$ cat src/rtl/sjf_pkg.sv
`default_nettype none

package sjf_pkg;

    localparam int DATA_W = 16;
    localparam int TIME_W = 22;
    localparam int SUM_W  = 27;
    localparam int ID_W   = 6;

    typedef enum logic [2:0] {
        ST_LOAD,
        ST_SCAN_INIT,
        ST_SCAN,
        ST_COMMIT,
        ST_OUT_READ,
        ST_OUT_CALC,
        ST_OUT
    } state_t;

    typedef struct packed {
        logic load_wr;
        logic scan_init;
        logic commit;
        logic out_init;
        logic out_read;
        logic out_load;
        logic out_adv;
        logic clear;
    } cmd_t;

    typedef struct packed {
        logic scan_done;
        logic sched_last;
        logic out_last;
    } status_t;

endpackage

`default_nettype wire

$ cat src/rtl/sjf_ctrl.sv
`default_nettype none

module sjf_ctrl (
    input  wire logic            clk,
    input  wire logic            rst_n,
    input  wire logic            in_valid,
    input  wire logic            last_job,
    input  wire logic            out_ready,
    input  wire sjf_pkg::status_t status,
    output sjf_pkg::cmd_t        cmd,
    output logic                 in_ready,
    output logic                 out_valid
);

    sjf_pkg::state_t state_reg;
    sjf_pkg::state_t state_next;

    always_ff @(posedge clk or negedge rst_n)
    begin
        if (!rst_n)
        begin
            state_reg <= sjf_pkg::ST_LOAD;
        end
        else
        begin
            state_reg <= state_next;
        end
    end

    always_comb
    begin
        state_next = state_reg;
        cmd        = '0;
        in_ready   = 1'b0;
        out_valid  = 1'b0;
        unique case (state_reg)
            sjf_pkg::ST_LOAD:
            begin
                in_ready = 1'b1;
                if (in_valid)
                begin
                    cmd.load_wr = 1'b1;
                    if (last_job)
                    begin
                        state_next = sjf_pkg::ST_SCAN_INIT;
                    end
                end
            end
            sjf_pkg::ST_SCAN_INIT:
            begin
                cmd.scan_init = 1'b1;
                state_next    = sjf_pkg::ST_SCAN;
            end
            sjf_pkg::ST_SCAN:
            begin
                if (status.scan_done)
                begin
                    state_next = sjf_pkg::ST_COMMIT;
                end
            end
            sjf_pkg::ST_COMMIT:
            begin
                cmd.commit = 1'b1;
                if (status.sched_last)
                begin
                    cmd.out_init = 1'b1;
                    state_next   = sjf_pkg::ST_OUT_READ;
                end
                else
                begin
                    state_next = sjf_pkg::ST_SCAN_INIT;
                end
            end
            sjf_pkg::ST_OUT_READ:
            begin
                cmd.out_read = 1'b1;
                state_next   = sjf_pkg::ST_OUT_CALC;
            end
            sjf_pkg::ST_OUT_CALC:
            begin
                cmd.out_load = 1'b1;
                state_next   = sjf_pkg::ST_OUT;
            end
            sjf_pkg::ST_OUT:
            begin
                out_valid = 1'b1;
                if (out_ready)
                begin
                    if (status.out_last)
                    begin
                        cmd.clear  = 1'b1;
                        state_next = sjf_pkg::ST_LOAD;
                    end
                    else
                    begin
                        cmd.out_adv = 1'b1;
                        state_next  = sjf_pkg::ST_OUT_READ;
                    end
                end
            end
            default:
            begin
                state_next = sjf_pkg::ST_LOAD;
            end
        endcase
    end

endmodule

`default_nettype wire

$ cat src/rtl/sjf_datapath.sv
`default_nettype none

module sjf_datapath #(
    parameter int MAX_PROCS = 32
) (
    input  wire logic                          clk,
    input  wire logic                          rst_n,
    input  wire sjf_pkg::cmd_t                 cmd,
    output sjf_pkg::status_t                   status,
    input  wire logic [sjf_pkg::DATA_W-1:0]    arrival_time,
    input  wire logic [sjf_pkg::DATA_W-1:0]    burst_time,
    output logic      [sjf_pkg::ID_W-1:0]      job_id,
    output logic      [sjf_pkg::TIME_W-1:0]    completion_time,
    output logic      [sjf_pkg::TIME_W-1:0]    turnaround_time,
    output logic      [sjf_pkg::TIME_W-1:0]    waiting_time,
    output logic      [sjf_pkg::TIME_W-1:0]    response_time,
    output logic      [sjf_pkg::SUM_W-1:0]     sum_completion,
    output logic      [sjf_pkg::SUM_W-1:0]     sum_turnaround,
    output logic      [sjf_pkg::SUM_W-1:0]     sum_waiting,
    output logic      [sjf_pkg::SUM_W-1:0]     sum_response,
    output logic                               final_result
);

    localparam int IW = (MAX_PROCS > 1) ? $clog2(MAX_PROCS) : 1;
    localparam int CW = $clog2(MAX_PROCS + 1);
    localparam int DW = sjf_pkg::DATA_W;
    localparam int TW = sjf_pkg::TIME_W;
    localparam int SW = sjf_pkg::SUM_W;

    logic [DW-1:0] arrival_mem    [MAX_PROCS];
    logic [DW-1:0] burst_mem      [MAX_PROCS];
    logic [TW-1:0] completion_mem [MAX_PROCS];

    logic [CW-1:0]        job_count_reg;
    logic [CW-1:0]        fin_cnt_reg;
    logic [TW-1:0]        clock_reg;
    logic [MAX_PROCS-1:0] done_reg;

    logic [IW-1:0] scan_idx_reg;
    logic          issue_reg;
    logic          pipe_vld_reg;
    logic [IW-1:0] pipe_idx_reg;
    logic [DW-1:0] arr_rd_reg;
    logic [DW-1:0] burst_rd_reg;
    logic [TW-1:0] comp_rd_reg;

    // Best job that has already arrived, and best job by earliest arrival.
    logic          a_vld_reg;
    logic [IW-1:0] a_idx_reg;
    logic [DW-1:0] a_arr_reg;
    logic [DW-1:0] a_burst_reg;
    logic          e_vld_reg;
    logic [IW-1:0] e_idx_reg;
    logic [DW-1:0] e_arr_reg;
    logic [DW-1:0] e_burst_reg;

    logic [IW-1:0] out_idx_reg;
    logic [SW-1:0] sc_reg;
    logic [SW-1:0] st_reg;
    logic [SW-1:0] sw_reg;

    logic [CW-1:0] count_m1;
    logic          full;
    logic [IW-1:0] rd_addr;
    logic          cand_ok;
    logic          arrived;
    logic          a_better;
    logic          e_better;
    logic [IW-1:0] pick_idx;
    logic [TW-1:0] start_time;
    logic [DW-1:0] pick_burst;
    logic [TW-1:0] clock_next;
    logic [TW-1:0] tat;
    logic [TW-1:0] wt;
    logic [SW-1:0] sc_next;
    logic [SW-1:0] st_next;
    logic [SW-1:0] sw_next;
    logic          is_last_out;

    assign count_m1 = job_count_reg - CW'(1);
    assign full     = (job_count_reg == CW'(MAX_PROCS));
    assign rd_addr  = cmd.out_read ? out_idx_reg : scan_idx_reg;

    assign cand_ok  = pipe_vld_reg && !done_reg[pipe_idx_reg];
    assign arrived  = (TW'(arr_rd_reg) <= clock_reg);
    assign a_better = !a_vld_reg || (burst_rd_reg < a_burst_reg) ||
                      ((burst_rd_reg == a_burst_reg) && (arr_rd_reg < a_arr_reg));
    assign e_better = !e_vld_reg || (arr_rd_reg < e_arr_reg) ||
                      ((arr_rd_reg == e_arr_reg) && (burst_rd_reg < e_burst_reg));

    // With nothing arrived, the clock jumps to the earliest arrival first.
    assign pick_idx   = a_vld_reg ? a_idx_reg : e_idx_reg;
    assign start_time = a_vld_reg ? clock_reg : TW'(e_arr_reg);
    assign pick_burst = a_vld_reg ? a_burst_reg : e_burst_reg;
    assign clock_next = start_time + TW'(pick_burst);

    assign tat         = comp_rd_reg - TW'(arr_rd_reg);
    assign wt          = tat - TW'(burst_rd_reg);
    assign sc_next     = sc_reg + SW'(comp_rd_reg);
    assign st_next     = st_reg + SW'(tat);
    assign sw_next     = sw_reg + SW'(wt);
    assign is_last_out = (CW'(out_idx_reg) == count_m1);

    assign status.scan_done  = !issue_reg && !pipe_vld_reg;
    assign status.sched_last = (fin_cnt_reg == count_m1);
    assign status.out_last   = is_last_out;

    always_ff @(posedge clk)
    begin
        if (cmd.load_wr && !full)
        begin
            arrival_mem[job_count_reg[IW-1:0]] <= arrival_time;
            burst_mem[job_count_reg[IW-1:0]]   <= burst_time;
        end
        if (cmd.commit)
        begin
            completion_mem[pick_idx] <= clock_next;
        end
        arr_rd_reg   <= arrival_mem[rd_addr];
        burst_rd_reg <= burst_mem[rd_addr];
        comp_rd_reg  <= completion_mem[out_idx_reg];
    end

    always_ff @(posedge clk or negedge rst_n)
    begin
        if (!rst_n)
        begin
            job_count_reg <= '0;
            fin_cnt_reg   <= '0;
            clock_reg     <= '0;
            done_reg      <= '0;
            scan_idx_reg  <= '0;
            issue_reg     <= 1'b0;
            pipe_vld_reg  <= 1'b0;
            a_vld_reg     <= 1'b0;
            e_vld_reg     <= 1'b0;
            out_idx_reg   <= '0;
        end
        else
        begin
            pipe_vld_reg <= issue_reg;
            if (cmd.load_wr && !full)
            begin
                job_count_reg <= job_count_reg + CW'(1);
            end
            if (cmd.scan_init)
            begin
                scan_idx_reg <= '0;
                issue_reg    <= 1'b1;
                a_vld_reg    <= 1'b0;
                e_vld_reg    <= 1'b0;
            end
            else
            begin
                if (issue_reg)
                begin
                    scan_idx_reg <= scan_idx_reg + IW'(1);
                    if (CW'(scan_idx_reg) == count_m1)
                    begin
                        issue_reg <= 1'b0;
                    end
                end
                if (cand_ok && arrived && a_better)
                begin
                    a_vld_reg <= 1'b1;
                end
                if (cand_ok && e_better)
                begin
                    e_vld_reg <= 1'b1;
                end
            end
            if (cmd.commit)
            begin
                clock_reg          <= clock_next;
                done_reg[pick_idx] <= 1'b1;
                fin_cnt_reg        <= fin_cnt_reg + CW'(1);
            end
            if (cmd.out_init)
            begin
                out_idx_reg <= '0;
            end
            else if (cmd.out_adv)
            begin
                out_idx_reg <= out_idx_reg + IW'(1);
            end
            if (cmd.clear)
            begin
                job_count_reg <= '0;
                fin_cnt_reg   <= '0;
                clock_reg     <= '0;
                done_reg      <= '0;
            end
        end
    end

    always_ff @(posedge clk)
    begin
        pipe_idx_reg <= scan_idx_reg;
        if (cand_ok && arrived && a_better)
        begin
            a_idx_reg   <= pipe_idx_reg;
            a_arr_reg   <= arr_rd_reg;
            a_burst_reg <= burst_rd_reg;
        end
        if (cand_ok && e_better)
        begin
            e_idx_reg   <= pipe_idx_reg;
            e_arr_reg   <= arr_rd_reg;
            e_burst_reg <= burst_rd_reg;
        end
        if (cmd.out_init)
        begin
            sc_reg <= '0;
            st_reg <= '0;
            sw_reg <= '0;
        end
        else if (cmd.out_load)
        begin
            sc_reg          <= sc_next;
            st_reg          <= st_next;
            sw_reg          <= sw_next;
            job_id          <= sjf_pkg::ID_W'(CW'(out_idx_reg) + CW'(1));
            completion_time <= comp_rd_reg;
            turnaround_time <= tat;
            waiting_time    <= wt;
            response_time   <= wt;
            sum_completion  <= is_last_out ? sc_next : '0;
            sum_turnaround  <= is_last_out ? st_next : '0;
            sum_waiting     <= is_last_out ? sw_next : '0;
            sum_response    <= is_last_out ? sw_next : '0;
            final_result    <= is_last_out;
        end
    end

    a_commit_has_cand: assert property (@(posedge clk) disable iff (!rst_n)
        cmd.commit |-> (a_vld_reg || e_vld_reg))
        else $error("schedule commit without a candidate job");

    a_commit_undone: assert property (@(posedge clk) disable iff (!rst_n)
        cmd.commit |-> !done_reg[pick_idx])
        else $error("schedule commit picked a finished job");

    a_count_bound: assert property (@(posedge clk) disable iff (!rst_n)
        job_count_reg <= CW'(MAX_PROCS))
        else $error("job count beyond store depth");

    a_clear_empties: assert property (@(posedge clk) disable iff (!rst_n)
        cmd.clear |=> (job_count_reg == '0) && (done_reg == '0))
        else $error("job set not emptied after last result");

endmodule

`default_nettype wire

$ cat src/rtl/sjf_nonpreemptive_scheduler_unit.sv
// Loading: one job per cycle while the block is in its load phase.
// Scheduling: each job pick scans every stored entry (at most MAX_PROCS), one stored
// entry per cycle through the single read port of the job memories.
// Results: each beat passes ST_OUT_READ and ST_OUT_CALC, then waits in ST_OUT for the sink; then load resumes.
// Reset (rst_n low, asynchronous) empties the job set and returns to loading.
`default_nettype none

module sjf_nonpreemptive_scheduler_unit #(
    parameter int MAX_PROCS = 32
) (
    input  wire logic                          clk,
    input  wire logic                          rst_n,
    input  wire logic                          in_valid,
    output logic                               in_ready,
    input  wire logic [sjf_pkg::DATA_W-1:0]    arrival_time,
    input  wire logic [sjf_pkg::DATA_W-1:0]    burst_time,
    input  wire logic                          last_job,
    output logic                               out_valid,
    input  wire logic                          out_ready,
    output logic      [sjf_pkg::ID_W-1:0]      job_id,
    output logic      [sjf_pkg::TIME_W-1:0]    completion_time,
    output logic      [sjf_pkg::TIME_W-1:0]    turnaround_time,
    output logic      [sjf_pkg::TIME_W-1:0]    waiting_time,
    output logic      [sjf_pkg::TIME_W-1:0]    response_time,
    output logic      [sjf_pkg::SUM_W-1:0]     sum_completion,
    output logic      [sjf_pkg::SUM_W-1:0]     sum_turnaround,
    output logic      [sjf_pkg::SUM_W-1:0]     sum_waiting,
    output logic      [sjf_pkg::SUM_W-1:0]     sum_response,
    output logic                               final_result
);

    sjf_pkg::cmd_t    cmd;
    sjf_pkg::status_t status;

    sjf_ctrl u_ctrl (
        .clk       (clk),
        .rst_n     (rst_n),
        .in_valid  (in_valid),
        .last_job  (last_job),
        .out_ready (out_ready),
        .status    (status),
        .cmd       (cmd),
        .in_ready  (in_ready),
        .out_valid (out_valid)
    );

    sjf_datapath #(
        .MAX_PROCS (MAX_PROCS)
    ) u_datapath (
        .clk             (clk),
        .rst_n           (rst_n),
        .cmd             (cmd),
        .status          (status),
        .arrival_time    (arrival_time),
        .burst_time      (burst_time),
        .job_id          (job_id),
        .completion_time (completion_time),
        .turnaround_time (turnaround_time),
        .waiting_time    (waiting_time),
        .response_time   (response_time),
        .sum_completion  (sum_completion),
        .sum_turnaround  (sum_turnaround),
        .sum_waiting     (sum_waiting),
        .sum_response    (sum_response),
        .final_result    (final_result)
    );

endmodule

`default_nettype wire
$ cat config.mk
export PLATFORM = sky130hd
export DESIGN_NAME = sjf_nonpreemptive_scheduler_unit
export DESIGN_NICKNAME = d
export VERILOG_FILES = /design/src/rtl/sjf_pkg.sv /design/src/rtl/sjf_ctrl.sv /design/src/rtl/sjf_datapath.sv /design/src/rtl/sjf_nonpreemptive_scheduler_unit.sv
export SDC_FILE = /design/constraint.sdc
export NUM_CORES = 2
export LEC_CHECK = 0
export BUFFER_PORTS_ARGS = -buffer_cell sky130_fd_sc_hd__buf_4
export CORE_MARGIN = 1
export CORE_UTILIZATION = 67
export CTS_BUF_LIST = sky130_fd_sc_hd__clkbuf_16
export CTS_CLUSTER_DIAMETER = 200
export DETAILED_ROUTE_END_ITERATION = 8
export GPL_TIMING_DRIVEN = 0
export HOLD_SLACK_MARGIN = 0.15
export PLACE_DENSITY = 0.85
export SYNTH_ARGS = -nofsm -noshare
export SYNTH_HDL_FRONTEND = slang
export SYNTH_SLANG_ARGS = --single-unit
$ cat constraint.sdc
create_clock -name clk -period 13.85 [get_ports clk]
set_clock_uncertainty 0.2 [all_clocks]
set_input_delay 2.77 -clock clk [delete_from_list [all_inputs] [get_ports clk]]
set_output_delay 2.77 -clock clk [all_outputs]
set_load 0.005 [all_outputs]
==> flow_metrics.tcl <==
set metrics [dict create \
    run_status "completed" \
    synth_cell_types 93 \
    max_freq_mhz 135 \
    routabilityCongestion 0.935 \
    required_ns 14.44 \
    pre_cts_slack_ns 6.84 \
    synth.area.top_cells "edfxtp_1 65%, mux4_2 12%, dfxtp_1 3.1%, ha_1 2.8%, dfrtp_1 2.3%" \
    power_density_nw_per_um2 126 \
    port_buffers 241 \
    setup-tns-final_ns 0 \
    via_per_inst 7.26 \
    synthArstFlopShare_pct 3.81 \
    period_needed_ns 7.39 \
    layout_setup_ws_ns 6.46 \
    root_buffer "clkbuf_16" \
    syn_area_per_cell_um2 17.1 \
    drc_errors 0 \
    clk_latency_ns 0.89 \
    leakage_nw 34.5 \
    vias 56133 \
    ir_worst_vdd_uv 152 \
    cp-start-kind "flip-flop" \
    grt_first_pass_wirelength_um 388000 \
    largest_reg_flops 704 \
    synthesis.area_um2 90000 \
    antenna_found_initial 15 \
    grt_pass1_vias 55915 \
    setup_viol 0 \
    yosysMostFrequentCell "edfxtp_1" \
    dp.cells 7339 \
    firstDrtPassIters 7 \
    placed_area_um2 95700 \
    ctsHoldBuffers 0 \
    ys_warn_count 0 \
    cts_tree "yes" \
    synth_top_cells_by_count "1956 x edfxtp_1, 486 x mux4_2, 464 x nand2_1" \
    rows 134 \
    drt_iter0_drc 9010 \
    track_usage_pct 40.7 \
    die_h_um 368 \
    crit_fanout 6 \
    die_area_um2 136000 \
    wl_um 274000 \
    ys_seq_area_share_pct 70.7 \
    ff2ff_setup_slack_ns 6.46 \
    post_cts_buffers 0 \
    hold_viol 0 \
    htreeDepth 4 \
    io_pins 242 \
    cp-end-kind "flip-flop" \
    largest_register "u_datapath.completion_mem" \
    start_util_pct 67.5 \
    slew_headroom_pct 4.76 \
    area_growth_pct 13.9 \
    synth_top_cell_area_share_pct 65.3 \
    synth.ff_latch_count 2179 \
    syn-instance-count 5270 \
    final_area_um2 102000 \
    cts_resized 0 \
    clk_pin_slew_ns 0.06 \
    fin_nets 6020 \
    synth.net_count 5512 \
    antenna_left 0 \
    synth_top_area_cell "edfxtp_1" \
    drive_above_1_share_pct 23.2 \
    grt_overflow_total 0 \
    worst_pin_slew_ns 1.43 \
    critical_path_arrival_ns 7.98 \
    finalNonFillerCells 7731 \
    max-cap-violations 0 \
    clockBufferDepth 3 \
    post-dp-hpwl_um 161000 \
    coreArea_um2 133000 \
    rsz0062_at_grt "false" \
    grt_max_degree 84 \
    path_class "reg2reg" \
    drv_slew 0 \
    synth-main-ff-cell "edfxtp_1" \
    finalCritPeriodShare_pct 53.4 \
    synth_edf_count 1956 \
    numClockSinks 2179 \
    cts_buffers 205 \
    fillCellCount 6597 \
    wl_per_cell_um 35.5 \
    fp.dieW_um 368 \
    min_path_type "reg2reg" \
    hold_ws_ns 0.185 \
]
-- cell families after synthesis --
logic type | after synthesis | share of synthesized area [%]
flops | 2179 | 70.7
simple gates | 1224 | 5.91
fa+ha+maj | 205 | 2.90
xor+xnor | 170 | 1.68
mux | 528 | 12.7
buf+inv | 429 | 2.27
compound gates | 535 | 3.83
-- cells in the final DEF (no fill, tap or decap), types with 18 or more instances in the layout --
cell and count:
nand3_1 202, edfxtp_1 1956, o21ai_1 39, clkinv_1 44, xor2_1 72, dfrtp_1 83
buf_4 303, nor3_1 29, ha_1 199, nor2_1 310, a21o_1 54, buf_12 32
nand2_1 464, nor2_4 64, o31ai_1 20, mux4_2 486, inv_1 190, clkbuf_16 207
o21a_1 27, mux2_2 27, o21ai_0 106, nor2b_1 27, xnor2_1 80, nand2b_1 18
a211oi_1 30, buf_2 53, clkbuf_1 120, dfxtp_1 140, nand4_1 26, buf_1 21
a21oi_1 149, clkinv_2 43, bufinv_16 20, buf_6 24
-- through the flow --
stage	util, %	power, W
2_1_floorplan	-	0.00725
3_3_place_gp	70.5	0.00730
3_5_place_dp	71.8	0.00730
4_1_cts	76.9	0.0129
5_1_grt	76.9	0.0131
6_report	76.9	0.0129
-- worst max-delay path, stage by stage, from the launching register on --
cell,delay [ns]
dfxtp_1,0.59
inv_1,0.15
ha_1,0.29
nor2b_1,0.14
o31ai_1,0.36
a21oi_1,0.18
o21ai_0,0.36
nand2b_1,0.10
a21oi_1,0.19
xnor2_1,0.23
ha_1,0.46
nand3_1,0.15
a211oi_1,0.23
o31ai_1,0.16
a31oi_1,0.25
o21ai_1,0.12
a21boi_0,0.40
nor2_1,0.21
ha_1,0.40
nand3_1,0.21
a2111oi_2,0.81
o41ai_2,0.25
o2111ai_2,0.32
nand2_2,0.10
or3_1,0.32
a21oi_1,0.12
-- final cells by class --
cell class | instances | area (um2) | area share, %
antenna | 5 | 12.5 | 0.0122
buffer | 274 | 1460 | 1.43
clock buffer | 207 | 5180 | 5.06
clock inverter | 180 | 1550 | 1.52
inverter | 155 | 582 | 0.568
multi-input combinational | 2662 | 24900 | 24.3
sequential | 2179 | 63600 | 62.1
tap | 1768 | 2210 | 2.16
timing repair buffer | 301 | 2920 | 2.85
-- metal layers --
layer  vias up  share of wire [%]  wire length [um]  global-route usage (%)
met5         -              0.034                94                       0
met4        14                8.5             23300                    28.1
met3      1483                 13             35900                    11.2
met2      5742                 48            131000                    65.2
met1     27426                 31             84000                    48.2
li1      21468                  -                 -                       -
-- power by group --
group	switching [W]	internal, W
combinational	0.0000520	0.00000693
sequential	0	0.00710
clock	0.00262	0.00311
total	0.00267	0.0102
-- worst paths after layout --
path                                                        from  cells after the start                                    to
min in group asynchronous                                  rst_n                      1   u_datapath.done_reg[17]$_DFFE_PN0P_
worst min register to register    u_datapath.issue_reg$_DFF_PN0_                      0     u_datapath.pipe_vld_reg$_DFF_PN0_
worst max register to register  u_datapath.arr_rd_reg[1]$_DFF_P_                     25    u_datapath.sw_reg[25]$_SDFFE_PP0P_
max in group asynchronous                                  rst_n                      1  u_datapath.clock_reg[11]$_DFFE_PN0P_
worst min-delay path              u_datapath.issue_reg$_DFF_PN0_                      0     u_datapath.pipe_vld_reg$_DFF_PN0_
worst max-delay path            u_datapath.arr_rd_reg[1]$_DFF_P_                     25    u_datapath.sw_reg[25]$_SDFFE_PP0P_
Note: power is estimated with default switching activity, not from simulation.
